`config.mk`:
```
export PLATFORM = sky130hd
export DESIGN_NAME = preemptive_priority_scheduler_top
export DESIGN_NICKNAME = d
export VERILOG_FILES = /design/src/rtl/core/psched_pkg.sv /design/src/rtl/core/psched_datapath.sv /design/src/rtl/core/psched_ctrl.sv /design/src/rtl/core/preemptive_priority_scheduler_top.sv
export VERILOG_INCLUDE_DIRS = /design/src /design/src/rtl/core
export SDC_FILE = /design/constraint.sdc
export NUM_CORES = 2
export LEC_CHECK = 0
export ABC_AREA = 1
export BUFFER_PORTS_ARGS = -buffer_cell sky130_fd_sc_hd__buf_4
export CORE_ASPECT_RATIO = 1.2
export CORE_MARGIN = 2
export CORE_UTILIZATION = 50
export DETAILED_ROUTE_END_ITERATION = 8
export PLACE_DENSITY = 0.63
export SYNTH_ARGS = -nofsm -noshare
export SYNTH_HDL_FRONTEND = slang
export SYNTH_HIERARCHICAL = 1
export SYNTH_SLANG_ARGS = --single-unit
```
`constraint.sdc`:
```
create_clock -name clk_i -period 8.05 [get_ports clk_i]
set_clock_uncertainty 0.1 [all_clocks]
set_input_delay 0 -clock clk_i [delete_from_list [all_inputs] [get_ports clk_i]]
set_output_delay 0 -clock clk_i [all_outputs]
set_load 0.05 [all_outputs]
```
`src/rtl/core/preemptive_priority_scheduler_top_macros.svh`:
```
// assertion macros for the preemptive priority scheduler
`ifndef PREEMPTIVE_PRIORITY_SCHEDULER_TOP_MACROS_SVH
`define PREEMPTIVE_PRIORITY_SCHEDULER_TOP_MACROS_SVH

`ifndef SYNTHESIS

// checked only out of reset
`define PS_ASSERT_RUN(label, prop, msg) \
  label: assert property (@(posedge clk_i) disable iff (!rst_ni) prop) \
    else $error(msg);

// checked on every edge, reset included
`define PS_ASSERT_ALL(label, prop, msg) \
  label: assert property (@(posedge clk_i) prop) \
    else $error(msg);

`else

`define PS_ASSERT_RUN(label, prop, msg)
`define PS_ASSERT_ALL(label, prop, msg)

`endif

`endif

```
`src/rtl/core/psched_pkg.sv`:
```
// shared types and constants of the preemptive priority scheduler
package psched_pkg;

  localparam int unsigned TABLE_SLOTS_DEF = 16;

  // operation codes
  localparam logic OP_ADMIT = 1'b0;
  localparam logic OP_TICK  = 1'b1;

  // result status codes
  localparam logic [2:0] ST_ADMITTED = 3'd0;
  localparam logic [2:0] ST_FULL     = 3'd1;
  localparam logic [2:0] ST_RAN      = 3'd2;
  localparam logic [2:0] ST_FINISHED = 3'd3;
  localparam logic [2:0] ST_IDLE     = 3'd4;

  typedef struct packed {
    logic        operation;
    logic [7:0]  process_id;
    logic [15:0] burst_length;
    logic [7:0]  priority_level;
  } in_t;

  typedef struct packed {
    logic [2:0]  status;
    logic [7:0]  running_id;
    logic [31:0] completion_time;
    logic [31:0] turnaround_time;
    logic [31:0] waiting_time;
  } out_t;

  typedef struct packed {
    logic [7:0]  id;
    logic [7:0]  prio;
    logic [15:0] remaining;
    logic [15:0] burst;
    logic [31:0] arrival;
  } slot_t;

  typedef struct packed {
    logic start;
    logic scan;
    logic commit;
  } ctrl_cmd_t;

  typedef struct packed {
    logic scan_last;
  } dp_sts_t;

endpackage

```
`src/rtl/core/psched_datapath.sv`:
```
// slot table, scan comparator, time base and result register
module psched_datapath #(
  parameter int unsigned TableSlots = psched_pkg::TABLE_SLOTS_DEF
) (
  input  logic                  clk_i,
  input  logic                  rst_ni,
  input  psched_pkg::in_t       in_data_i,
  input  psched_pkg::ctrl_cmd_t cmd_i,
  output psched_pkg::dp_sts_t   sts_o,
  output psched_pkg::out_t      out_data_o
);
  import psched_pkg::*;

  localparam int unsigned IdxW = (TableSlots > 1) ? $clog2(TableSlots) : 1;
  localparam logic [IdxW-1:0] LastIdx = IdxW'(TableSlots - 1);

  in_t                   item_q;
  logic [IdxW-1:0]       cnt_q;
  logic                  rd_vld_q;
  logic [IdxW-1:0]       rd_idx_q;
  slot_t                 rd_data_q;
  slot_t                 slot_mem_q [TableSlots];
  logic [TableSlots-1:0] valid_q;
  logic                  best_found_q;
  logic [IdxW-1:0]       best_idx_q;
  slot_t                 best_q;
  logic                  free_found_q;
  logic [IdxW-1:0]       free_idx_q;
  logic [31:0]           time_q;
  logic [31:0]           tat_q;
  out_t                  out_q;

  logic            cand_valid;
  logic            cand_better;
  logic            is_tick;
  logic            wr_en;
  logic [IdxW-1:0] wr_idx;
  slot_t           wr_data;
  logic            set_vld;
  logic            clr_vld;
  out_t            out_d;

  // scan comparator: priority first, then id, earlier slot wins a full tie
  assign cand_valid  = valid_q[rd_idx_q];
  assign cand_better = cand_valid &&
                       (!best_found_q ||
                        (rd_data_q.prio < best_q.prio) ||
                        ((rd_data_q.prio == best_q.prio) && (rd_data_q.id < best_q.id)));

  assign is_tick = (item_q.operation == OP_TICK);
  assign sts_o.scan_last = (cnt_q == LastIdx);

  // commit decisions
  always_comb begin
    wr_en   = 1'b0;
    wr_idx  = best_idx_q;
    wr_data = best_q;
    set_vld = 1'b0;
    clr_vld = 1'b0;
    out_d   = '0;
    if (!is_tick) begin
      if (free_found_q) begin
        wr_en             = cmd_i.commit;
        wr_idx            = free_idx_q;
        wr_data.id        = item_q.process_id;
        wr_data.prio      = item_q.priority_level;
        wr_data.remaining = item_q.burst_length;
        wr_data.burst     = item_q.burst_length;
        wr_data.arrival   = time_q;
        set_vld           = cmd_i.commit;
        out_d.status      = ST_ADMITTED;
      end else begin
        out_d.status = ST_FULL;
      end
    end else if (!best_found_q) begin
      out_d.status = ST_IDLE;
    end else if (best_q.remaining > 16'd1) begin
      wr_en             = cmd_i.commit;
      wr_data.remaining = best_q.remaining - 16'd1;
      out_d.status      = ST_RAN;
      out_d.running_id  = best_q.id;
    end else begin
      clr_vld               = cmd_i.commit;
      out_d.status          = ST_FINISHED;
      out_d.running_id      = best_q.id;
      out_d.completion_time = time_q + 32'd1;
      out_d.turnaround_time = tat_q;
      out_d.waiting_time    = tat_q - {16'd0, best_q.burst};
    end
  end

  // slot memory, one read and one write port
  always_ff @(posedge clk_i) begin
    if (wr_en) begin
      slot_mem_q[wr_idx] <= wr_data;
    end
    rd_data_q <= slot_mem_q[cnt_q];
  end

  always_ff @(posedge clk_i or negedge rst_ni) begin
    if (!rst_ni) begin
      cnt_q        <= '0;
      rd_vld_q     <= 1'b0;
      best_found_q <= 1'b0;
      free_found_q <= 1'b0;
      valid_q      <= '0;
      time_q       <= '0;
    end else begin
      rd_vld_q <= cmd_i.scan;
      if (cmd_i.start) begin
        cnt_q        <= '0;
        best_found_q <= 1'b0;
        free_found_q <= 1'b0;
      end else begin
        if (cmd_i.scan) begin
          cnt_q <= cnt_q + 1'b1;
        end
        if (rd_vld_q && cand_better) begin
          best_found_q <= 1'b1;
        end
        if (rd_vld_q && !cand_valid) begin
          free_found_q <= 1'b1;
        end
      end
      if (set_vld) begin
        valid_q[free_idx_q] <= 1'b1;
      end
      if (clr_vld) begin
        valid_q[best_idx_q] <= 1'b0;
      end
      if (cmd_i.commit && is_tick) begin
        time_q <= time_q + 32'd1;
      end
    end
  end

  // payload registers
  always_ff @(posedge clk_i) begin
    rd_idx_q <= cnt_q;
    if (cmd_i.start) begin
      item_q <= in_data_i;
    end
    if (rd_vld_q && cand_better) begin
      best_idx_q <= rd_idx_q;
      best_q     <= rd_data_q;
    end
    if (rd_vld_q && !cand_valid && !free_found_q && !cmd_i.start) begin
      free_idx_q <= rd_idx_q;
    end
    tat_q <= time_q + 32'd1 - best_q.arrival;
    if (cmd_i.commit) begin
      out_q <= out_d;
    end
  end

  assign out_data_o = out_q;

endmodule

```
`src/rtl/core/psched_ctrl.sv`:
```
// sequencing state machine and channel handshakes
module psched_ctrl (
  input  logic                  clk_i,
  input  logic                  rst_ni,
  input  logic                  in_valid_i,
  output logic                  in_stall_o,
  output logic                  out_valid_o,
  input  logic                  out_stall_i,
  input  psched_pkg::dp_sts_t   sts_i,
  output psched_pkg::ctrl_cmd_t cmd_o
);
  import psched_pkg::*;

  typedef enum logic [4:0] {
    S_IDLE  = 5'b00001,
    S_SCAN  = 5'b00010,
    S_LAST  = 5'b00100,
    S_CALC  = 5'b01000,
    S_WRITE = 5'b10000
  } state_e;

  state_e state_q, state_d;
  logic   out_valid_q, out_valid_d;

  always_comb begin
    state_d = state_q;
    cmd_o   = '0;
    unique case (state_q)
      S_IDLE: begin
        if (in_valid_i) begin
          cmd_o.start = 1'b1;
          state_d     = S_SCAN;
        end
      end
      S_SCAN: begin
        cmd_o.scan = 1'b1;
        if (sts_i.scan_last) begin
          state_d = S_LAST;
        end
      end
      S_LAST: begin
        state_d = S_CALC;
      end
      S_CALC: begin
        state_d = S_WRITE;
      end
      S_WRITE: begin
        if (!out_valid_q || !out_stall_i) begin
          cmd_o.commit = 1'b1;
          state_d      = S_IDLE;
        end
      end
      default: begin
        state_d = S_IDLE;
      end
    endcase
  end

  always_comb begin
    out_valid_d = out_valid_q;
    if (cmd_o.commit) begin
      out_valid_d = 1'b1;
    end else if (!out_stall_i) begin
      out_valid_d = 1'b0;
    end
  end

  always_ff @(posedge clk_i or negedge rst_ni) begin
    if (!rst_ni) begin
      state_q     <= S_IDLE;
      out_valid_q <= 1'b0;
    end else begin
      state_q     <= state_d;
      out_valid_q <= out_valid_d;
    end
  end

  assign in_stall_o  = (state_q != S_IDLE);
  assign out_valid_o = out_valid_q;

endmodule

```
`src/rtl/core/preemptive_priority_scheduler_top.sv`:
```
// preemptive priority scheduler top level: controller plus slot table datapath
// an accepted transaction passes slot scan, final compare, time arithmetic and commit; the commit
// waits while a result is stalled downstream, no new transaction is taken before it, and the slot scan
// reads one table entry per cycle through the single memory read port
// reset clears valid bits, current time and control; slot contents stay unknown until written
`include "preemptive_priority_scheduler_top_macros.svh"
module preemptive_priority_scheduler_top #(
  parameter int unsigned TableSlots = psched_pkg::TABLE_SLOTS_DEF
) (
  input  logic             clk_i,
  input  logic             rst_ni,
  input  logic             in_valid_i,
  output logic             in_stall_o,
  input  psched_pkg::in_t  in_data_i,
  output logic             out_valid_o,
  input  logic             out_stall_i,
  output psched_pkg::out_t out_data_o
);
  import psched_pkg::*;

  // command and status between sequencer and datapath
  ctrl_cmd_t cmd;
  dp_sts_t   sts;

  // sequencer: idle, slot scan, final compare, time arithmetic, commit
  psched_ctrl u_ctrl (
    .clk_i       (clk_i),
    .rst_ni      (rst_ni),
    .in_valid_i  (in_valid_i),
    .in_stall_o  (in_stall_o),
    .out_valid_o (out_valid_o),
    .out_stall_i (out_stall_i),
    .sts_i       (sts),
    .cmd_o       (cmd)
  );

  // datapath: slot memory, best and free slot trackers, time base, result register
  psched_datapath #(
    .TableSlots (TableSlots)
  ) u_dp (
    .clk_i      (clk_i),
    .rst_ni     (rst_ni),
    .in_data_i  (in_data_i),
    .cmd_i      (cmd),
    .sts_o      (sts),
    .out_data_o (out_data_o)
  );

  // an accepted transaction keeps the block busy on the next cycle
  `PS_ASSERT_RUN(a_busy_after_accept, (in_valid_i && !in_stall_o) |=> in_stall_o, "not busy after accept")
  // a commit never overwrites a result still waiting downstream
  `PS_ASSERT_ALL(a_no_overwrite, cmd.commit |-> !(out_valid_o && out_stall_i), "pending result lost")
  // the scan ends right after the last slot
  `PS_ASSERT_RUN(a_scan_stops, (cmd.scan && sts.scan_last) |=> !cmd.scan, "scan ran past table")
  // a commit always presents a result on the next cycle
  `PS_ASSERT_RUN(a_commit_shows, cmd.commit |=> out_valid_o, "commit without result")

endmodule
```
* Word-level counts from Yosys, hierarchy flattened
Memories as Yosys holds them, arrays and structs flattened. A register that Yosys moved wholly into a read port is not among the register bits.
Index checks and enable logic that the tools add are counted.
Widths: inputs -> output; s select.
** Cells by class
- Add/sub/neg operators :: 5
- Bitwise logic cells :: 5
- Muxes and demuxes :: 47
- Reductions and logical operators :: 24
- $lt $le $gt $ge :: 8
- Equal/unequal tests :: 12
** Operators by type and width (number)
- $mux 16 :: 6
- $mux 80 :: 1
- $mux 48 :: 1
- $add 32x1->32 const B :: 1
- $sub 32x16->32 :: 1
- $sub 32x32->32 :: 1
- $mux 1 :: 25
- $pmux 5 s5 :: 1
- $and 16x16->16 :: 1
- $gt 16x1->1 const B :: 1
- $lt 8x8->1 :: 2
- $mux 4 :: 4
- $not 16->16 :: 1
- $or 16x16->16 :: 1
- $sub 16x1->16 const B :: 1
- $lt 4x5->1 const B :: 3
- $mux 5 :: 3
- $logic_and 1x1->1 :: 9
- $mux 9 :: 1
- $demux 1 s4 :: 2
- $eq 8x8->1 :: 1
- $ge 4x1->1 const B :: 2
- $logic_not 1->1 :: 6
- $mux 3 :: 2
- other kinds (17) :: 24
** Word-level totals
- Output and inout port bits :: 109
- Flip-flop bits (word level) :: 325
- Input port bits :: 37
- Memories kept :: 1
- Memory bits (writable) :: 1280
** Memories
- u_dp.slot_mem_q :: words 16, bits a word 80, rd ports 1, clocked after memory_dff 1, wr ports 1, RTL line psched_datapath.sv:22 : slot_t slot_mem_q [TableSlots];

* Logic depth before layout (Yosys ltp)
- Word-level depth :: 9
- Depth in mapped cells :: 23

* Hierarchy
The synthesis kept the hierarchy.
** By module, submodules not included
- psched_datapath :: area each 68039.0 um^2, cells an instance 5681, times used 1
- psched_ctrl :: area each 350.3 um^2, cells an instance 44, times used 1

* Least setup slack after synthesis
OpenSTA, ideal clock, no wires.
- Path type :: register to register
- Start :: reg u_ctrl.out_valid_q (netlist: u_ctrl/out_valid_o)
- End :: mem u_dp/slot_mem_q[10][0] (netlist bit) (enable)
- Arrival time :: 5.842 ns
- Library setup time :: 0.519 ns
- Required time :: 7.431 ns
- Stages on the path, launching flop included :: 12
- Path slack :: 1.588 ns
- Path buffers :: 2
- Period minus slack after synthesis :: 6.462 ns
- Path through :: dfrtp_1 nand2_1 inv_1 nor2_1 buf_4 nand2_1 clkbuf_1 inv_1 nand2_1 nand2_2 nand3_1 nor2_1
** RTL lines
- start, declared :: RTL line psched_ctrl.sv:23 : logic out_valid_q, out_valid_d;
- start signal, assigned :: RTL line psched_ctrl.sv:74 : out_valid_q <= out_valid_d;
- end, declared :: RTL line psched_datapath.sv:22

==> impl_metrics.env <==
export IMPL_outcome="finished clean"
export IMPL_numCtsBuffers=164
export IMPL_worstMarginPinSlew_ns=1.29
export IMPL_drc=0
export IMPL_yosysSeqAreaShare_pct=71.8
export IMPL_required_ns=8.39
export IMPL_grt_antenna_before_repair=4
export IMPL_syn_avg_cell_area_um2=11.9
export IMPL_die_w_um=342
export IMPL_yosysWarningCount=6
export IMPL_critical_path_class="flip-flop to flip-flop"
export IMPL_placedCellCount=7491
export IMPL_rsz0062_at_grt="false"
export IMPL_tns_ns=0
export IMPL_grt_pass1_vias=42600
export IMPL_num_rows=148
export IMPL_post_cts_buffers=0
export IMPL_cts_sinks=1685
export IMPL_dp_hpwl_mm=109
export IMPL_grtUsageTotal_pct=25.6
export IMPL_timing_rr_start="u_ctrl/state_q[3]"
export IMPL_rr_worst_depth=10
export IMPL_cp_slowest_cell="nor2_4"
export IMPL_fin_area_um2=77700
export IMPL_period_needed_ns=5.65
export IMPL_hold_ws_ns=0.172
export IMPL_cts_buffer_depth=3
export IMPL_dp_slack_ns=2.47
export IMPL_fill_cells=11000
export IMPL_critPathCaptureType="flip-flop"
export IMPL_slew_violations=0
export IMPL_cp_num_buf_inv=2
export IMPL_cpLargestDelayFamily="simple AND/OR/NAND/NOR gates"
export IMPL_clk_pin_slew_ns=0.06
export IMPL_via_per_inst=5.78
export IMPL_syn_nets=5830
export IMPL_cts_tree="yes"
export IMPL_core_area_um2=136000
export IMPL_synth_edf_count=1508
export IMPL_dieArea_um2=140000
export IMPL_die_h_um=409
export IMPL_r2r_end="u_dp/slot_mem_q[10][24]"
export IMPL_cp_depth=10
export IMPL_clock_root_buffer="clkbuf_16"
export IMPL_fin_cells=7875
export IMPL_syn_area_um2=68400
export IMPL_yosysUniqueCellTypes=46
export IMPL_initial_core_util_pct=50.4
export IMPL_fin_nets=6035
export IMPL_antenna_left=0
export IMPL_crit_start="u_ctrl/state_q[3]"
export IMPL_worstPathCellList="nor2_4 > nand3_1 > nor2_4 > nand2_2 > inv_1 > nand2_1 > nand2_2 > nand3_1 > nor2_4 > buf_4"
export IMPL_postSynth_asyncResetShare_pct=3.62
export IMPL_synth_main_ff_cell="edfxtp_1"
export IMPL_setup_ws_ns=2.40
export IMPL_place_congestion=0.977
export IMPL_ios=146
export IMPL_routedWlPerCell_um=23.0
export IMPL_synth_seq_cells=1685
export IMPL_syn_to_final_growth_pct=13.6
export IMPL_dpl_cell_area_um2=71700
export IMPL_path_max_fanout=57
export IMPL_wl_mm=181
export IMPL_grt_max_degree=187
export IMPL_path_common_cell="nor2_4"
export IMPL_insertion_delay_ns=0.81
export IMPL_r2r_setup_slack_ns=2.40
export IMPL_max_slew_margin_rel_pct=13.3
export IMPL_vias=45500
export IMPL_crit_arrival_ns=5.98
export IMPL_setup_viol=0
export IMPL_p_leak_nw=27.6
export IMPL_post_route_util_pct=57.3
export IMPL_cpPeakStageDelay_ns=0.99
export IMPL_syn_inst=5725
export IMPL_peakVddDrop_uv=240
export IMPL_hold_viol_final=0
export IMPL_h_tree_depth=4
export IMPL_post_route_period_util_pct=70.1
export IMPL_crit_end="u_dp/slot_mem_q[10][24]"
export IMPL_hold_path_class="primary input to asynchronous set/reset pin"
export IMPL_startpoint_type="flip-flop"
export IMPL_fmax_ghz=0.177
export IMPL_dr_pass1_iters=6
export IMPL_drt_iter0_markers=5223
export IMPL_drive_above_1_share_pct=9.30
export IMPL_grt_ovfl_total=0
export IMPL_finalPower_mw=24.0
export IMPL_io_buffers=145
export IMPL_drv_cap=0
export IMPL_p_per_area_nw_per_um2=309
export IMPL_grt_pass1_wl_mm=268
==> cells by family after synthesis <==
| family | count (synthesis) | share of synthesized area, % |
|---|---|---|
| AOI/OAI and AO/OA | 1272 | 10.7 |
| xor gates and xnor gates | 34 | 0.435 |
| adders and majority gates | 68 | 1.27 |
| buffers and inverters | 656 | 3.87 |
| DFF | 1685 | 71.8 |
| and+or+nand+nor | 2010 | 11.9 |
==> cell usage in the layout (no fill, tap or decap), drive strengths merged, types with 2 or more instances in the layout <==
cell type	netlist	layout
edfxtp	1508	1508
a41oi	8	8
o22ai	192	192
nand4	26	26
o21ai	779	779
nor2	931	931
dlygate4sd3	0	72
nor4	2	2
nor3b	2	2
ha	66	66
nand2	767	767
fa	2	2
nor3	32	32
clkinvlp	0	5
and2	3	3
clkbuf	182	224
a21oi	101	101
o221ai	128	128
inv	360	366
clkinv	1	63
o21bai	8	8
o211ai	42	42
bufinv	0	12
a22oi	11	11
buf	113	262
nand3b	5	5
xor2	34	34
diode	0	2
dfxtp	116	116
nand3	241	241
dfrtp	60	60
==> tightest hold or removal path: cells and delay by family <==
family / cells / cell delay [ns]
buffers and inverters: 3 / 1.22
==> synthesized netlist by cell type, types with 2 or more instances <==
library cell	n	area, µm²
nand2_1	763	2860
nor3b_1	2	15.0
a21oi_2	4	35.0
nor2_2	6	37.5
a21oi_1	97	485
buf_1	9	33.8
and2_1	3	18.8
ha_1	66	826
inv_1	348	1310
o221ai_1	128	1120
edfxtp_1	1508	45300
o211ai_1	42	315
buf_2	89	445
dfrtp_1	60	1500
xor2_1	34	298
nand4_1	26	163
o21ai_0	728	3640
nor2_1	918	3450
nor3_2	4	40.0
inv_2	12	45.0
nor4_1	2	12.5
nor2_4	7	78.8
a41oi_1	8	70.1
nand2_2	4	25.0
dfxtp_1	116	2320
o21ai_1	47	235
o22ai_1	192	1200
buf_6	5	56.3
o21ai_2	4	35.0
clkbuf_1	182	683
o21bai_1	7	52.6
nand3_4	3	52.6
nand3b_1	5	37.5
nor3_1	28	140
fa_1	2	40.0
buf_4	10	75.1
nand3_1	237	1190
a22oi_1	11	82.6
==> how the worst min path moves through the flow <==
stage / from / to / cells after the start
2_1_floorplan: rst_ni / u_ctrl/out_valid_o / 0
3_3_place_gp: rst_ni / u_dp/valid_q[14] / 1
3_5_place_dp: rst_ni / u_dp/valid_q[14] / 1
4_1_cts: rst_ni / u_ctrl/state_q[0] / 3
5_1_grt: rst_ni / u_ctrl/state_q[0] / 3
6_report: rst_ni / u_ctrl/state_q[0] / 3
==> sequential cells by signal, indices dropped and copies added, names as in the netlist, 5 cells and up <==
register / cells
u_ctrl/state_q: 5
u_dp/best_q: 80
u_dp/item_q: 32
u_dp/out_data_o: 107
u_dp/rd_data_q: 80
u_dp/slot_mem_q: 1280
u_dp/tat_q: 32
u_dp/time_q: 32
u_dp/valid_q: 16
==> final cells by class <==
type                       instances  area, µm²  share of cell area [%]
antenna                            2       5.00                 0.00644
sequential                      1685      49100                    63.2
clock inverter                    85        870                    1.12
tap                             1800       2250                    2.90
multi-input combinational       3384      16800                    21.6
clock buffer                     224       4440                    5.72
timing repair buffer             334       2860                    3.68
inverter                         361       1380                    1.77
==> where the power goes <==
| group | internal (mW) | switching [mW] | total, mW |
|---|---|---|---|
| Clock | 4.29 | 3.28 | 7.57 |
| Sequential | 10.5 | 0.345 | 10.8 |
| Combinational | 1.45 | 4.15 | 5.60 |
| Total | 16.2 | 7.78 | 24.0 |
==> timing repair <==
| action | CTS | global route |
|---|---|---|
| resized for setup | 0 | 0 |
| hold buffers | 73 | 0 |
| hold endpoints to repair | 145 | 0 |
==> metal layers <==
metal	GRT usage (%)	vias up	wire length, µm
met4	8.07	2	4910
met2	40.5	1947	85100
met1	36.3	22400	76200
met3	4.15	268	14600
li1	-	20900	-
met5	0	-	12
No activity file was read; power rests on OpenSTA's default activity.
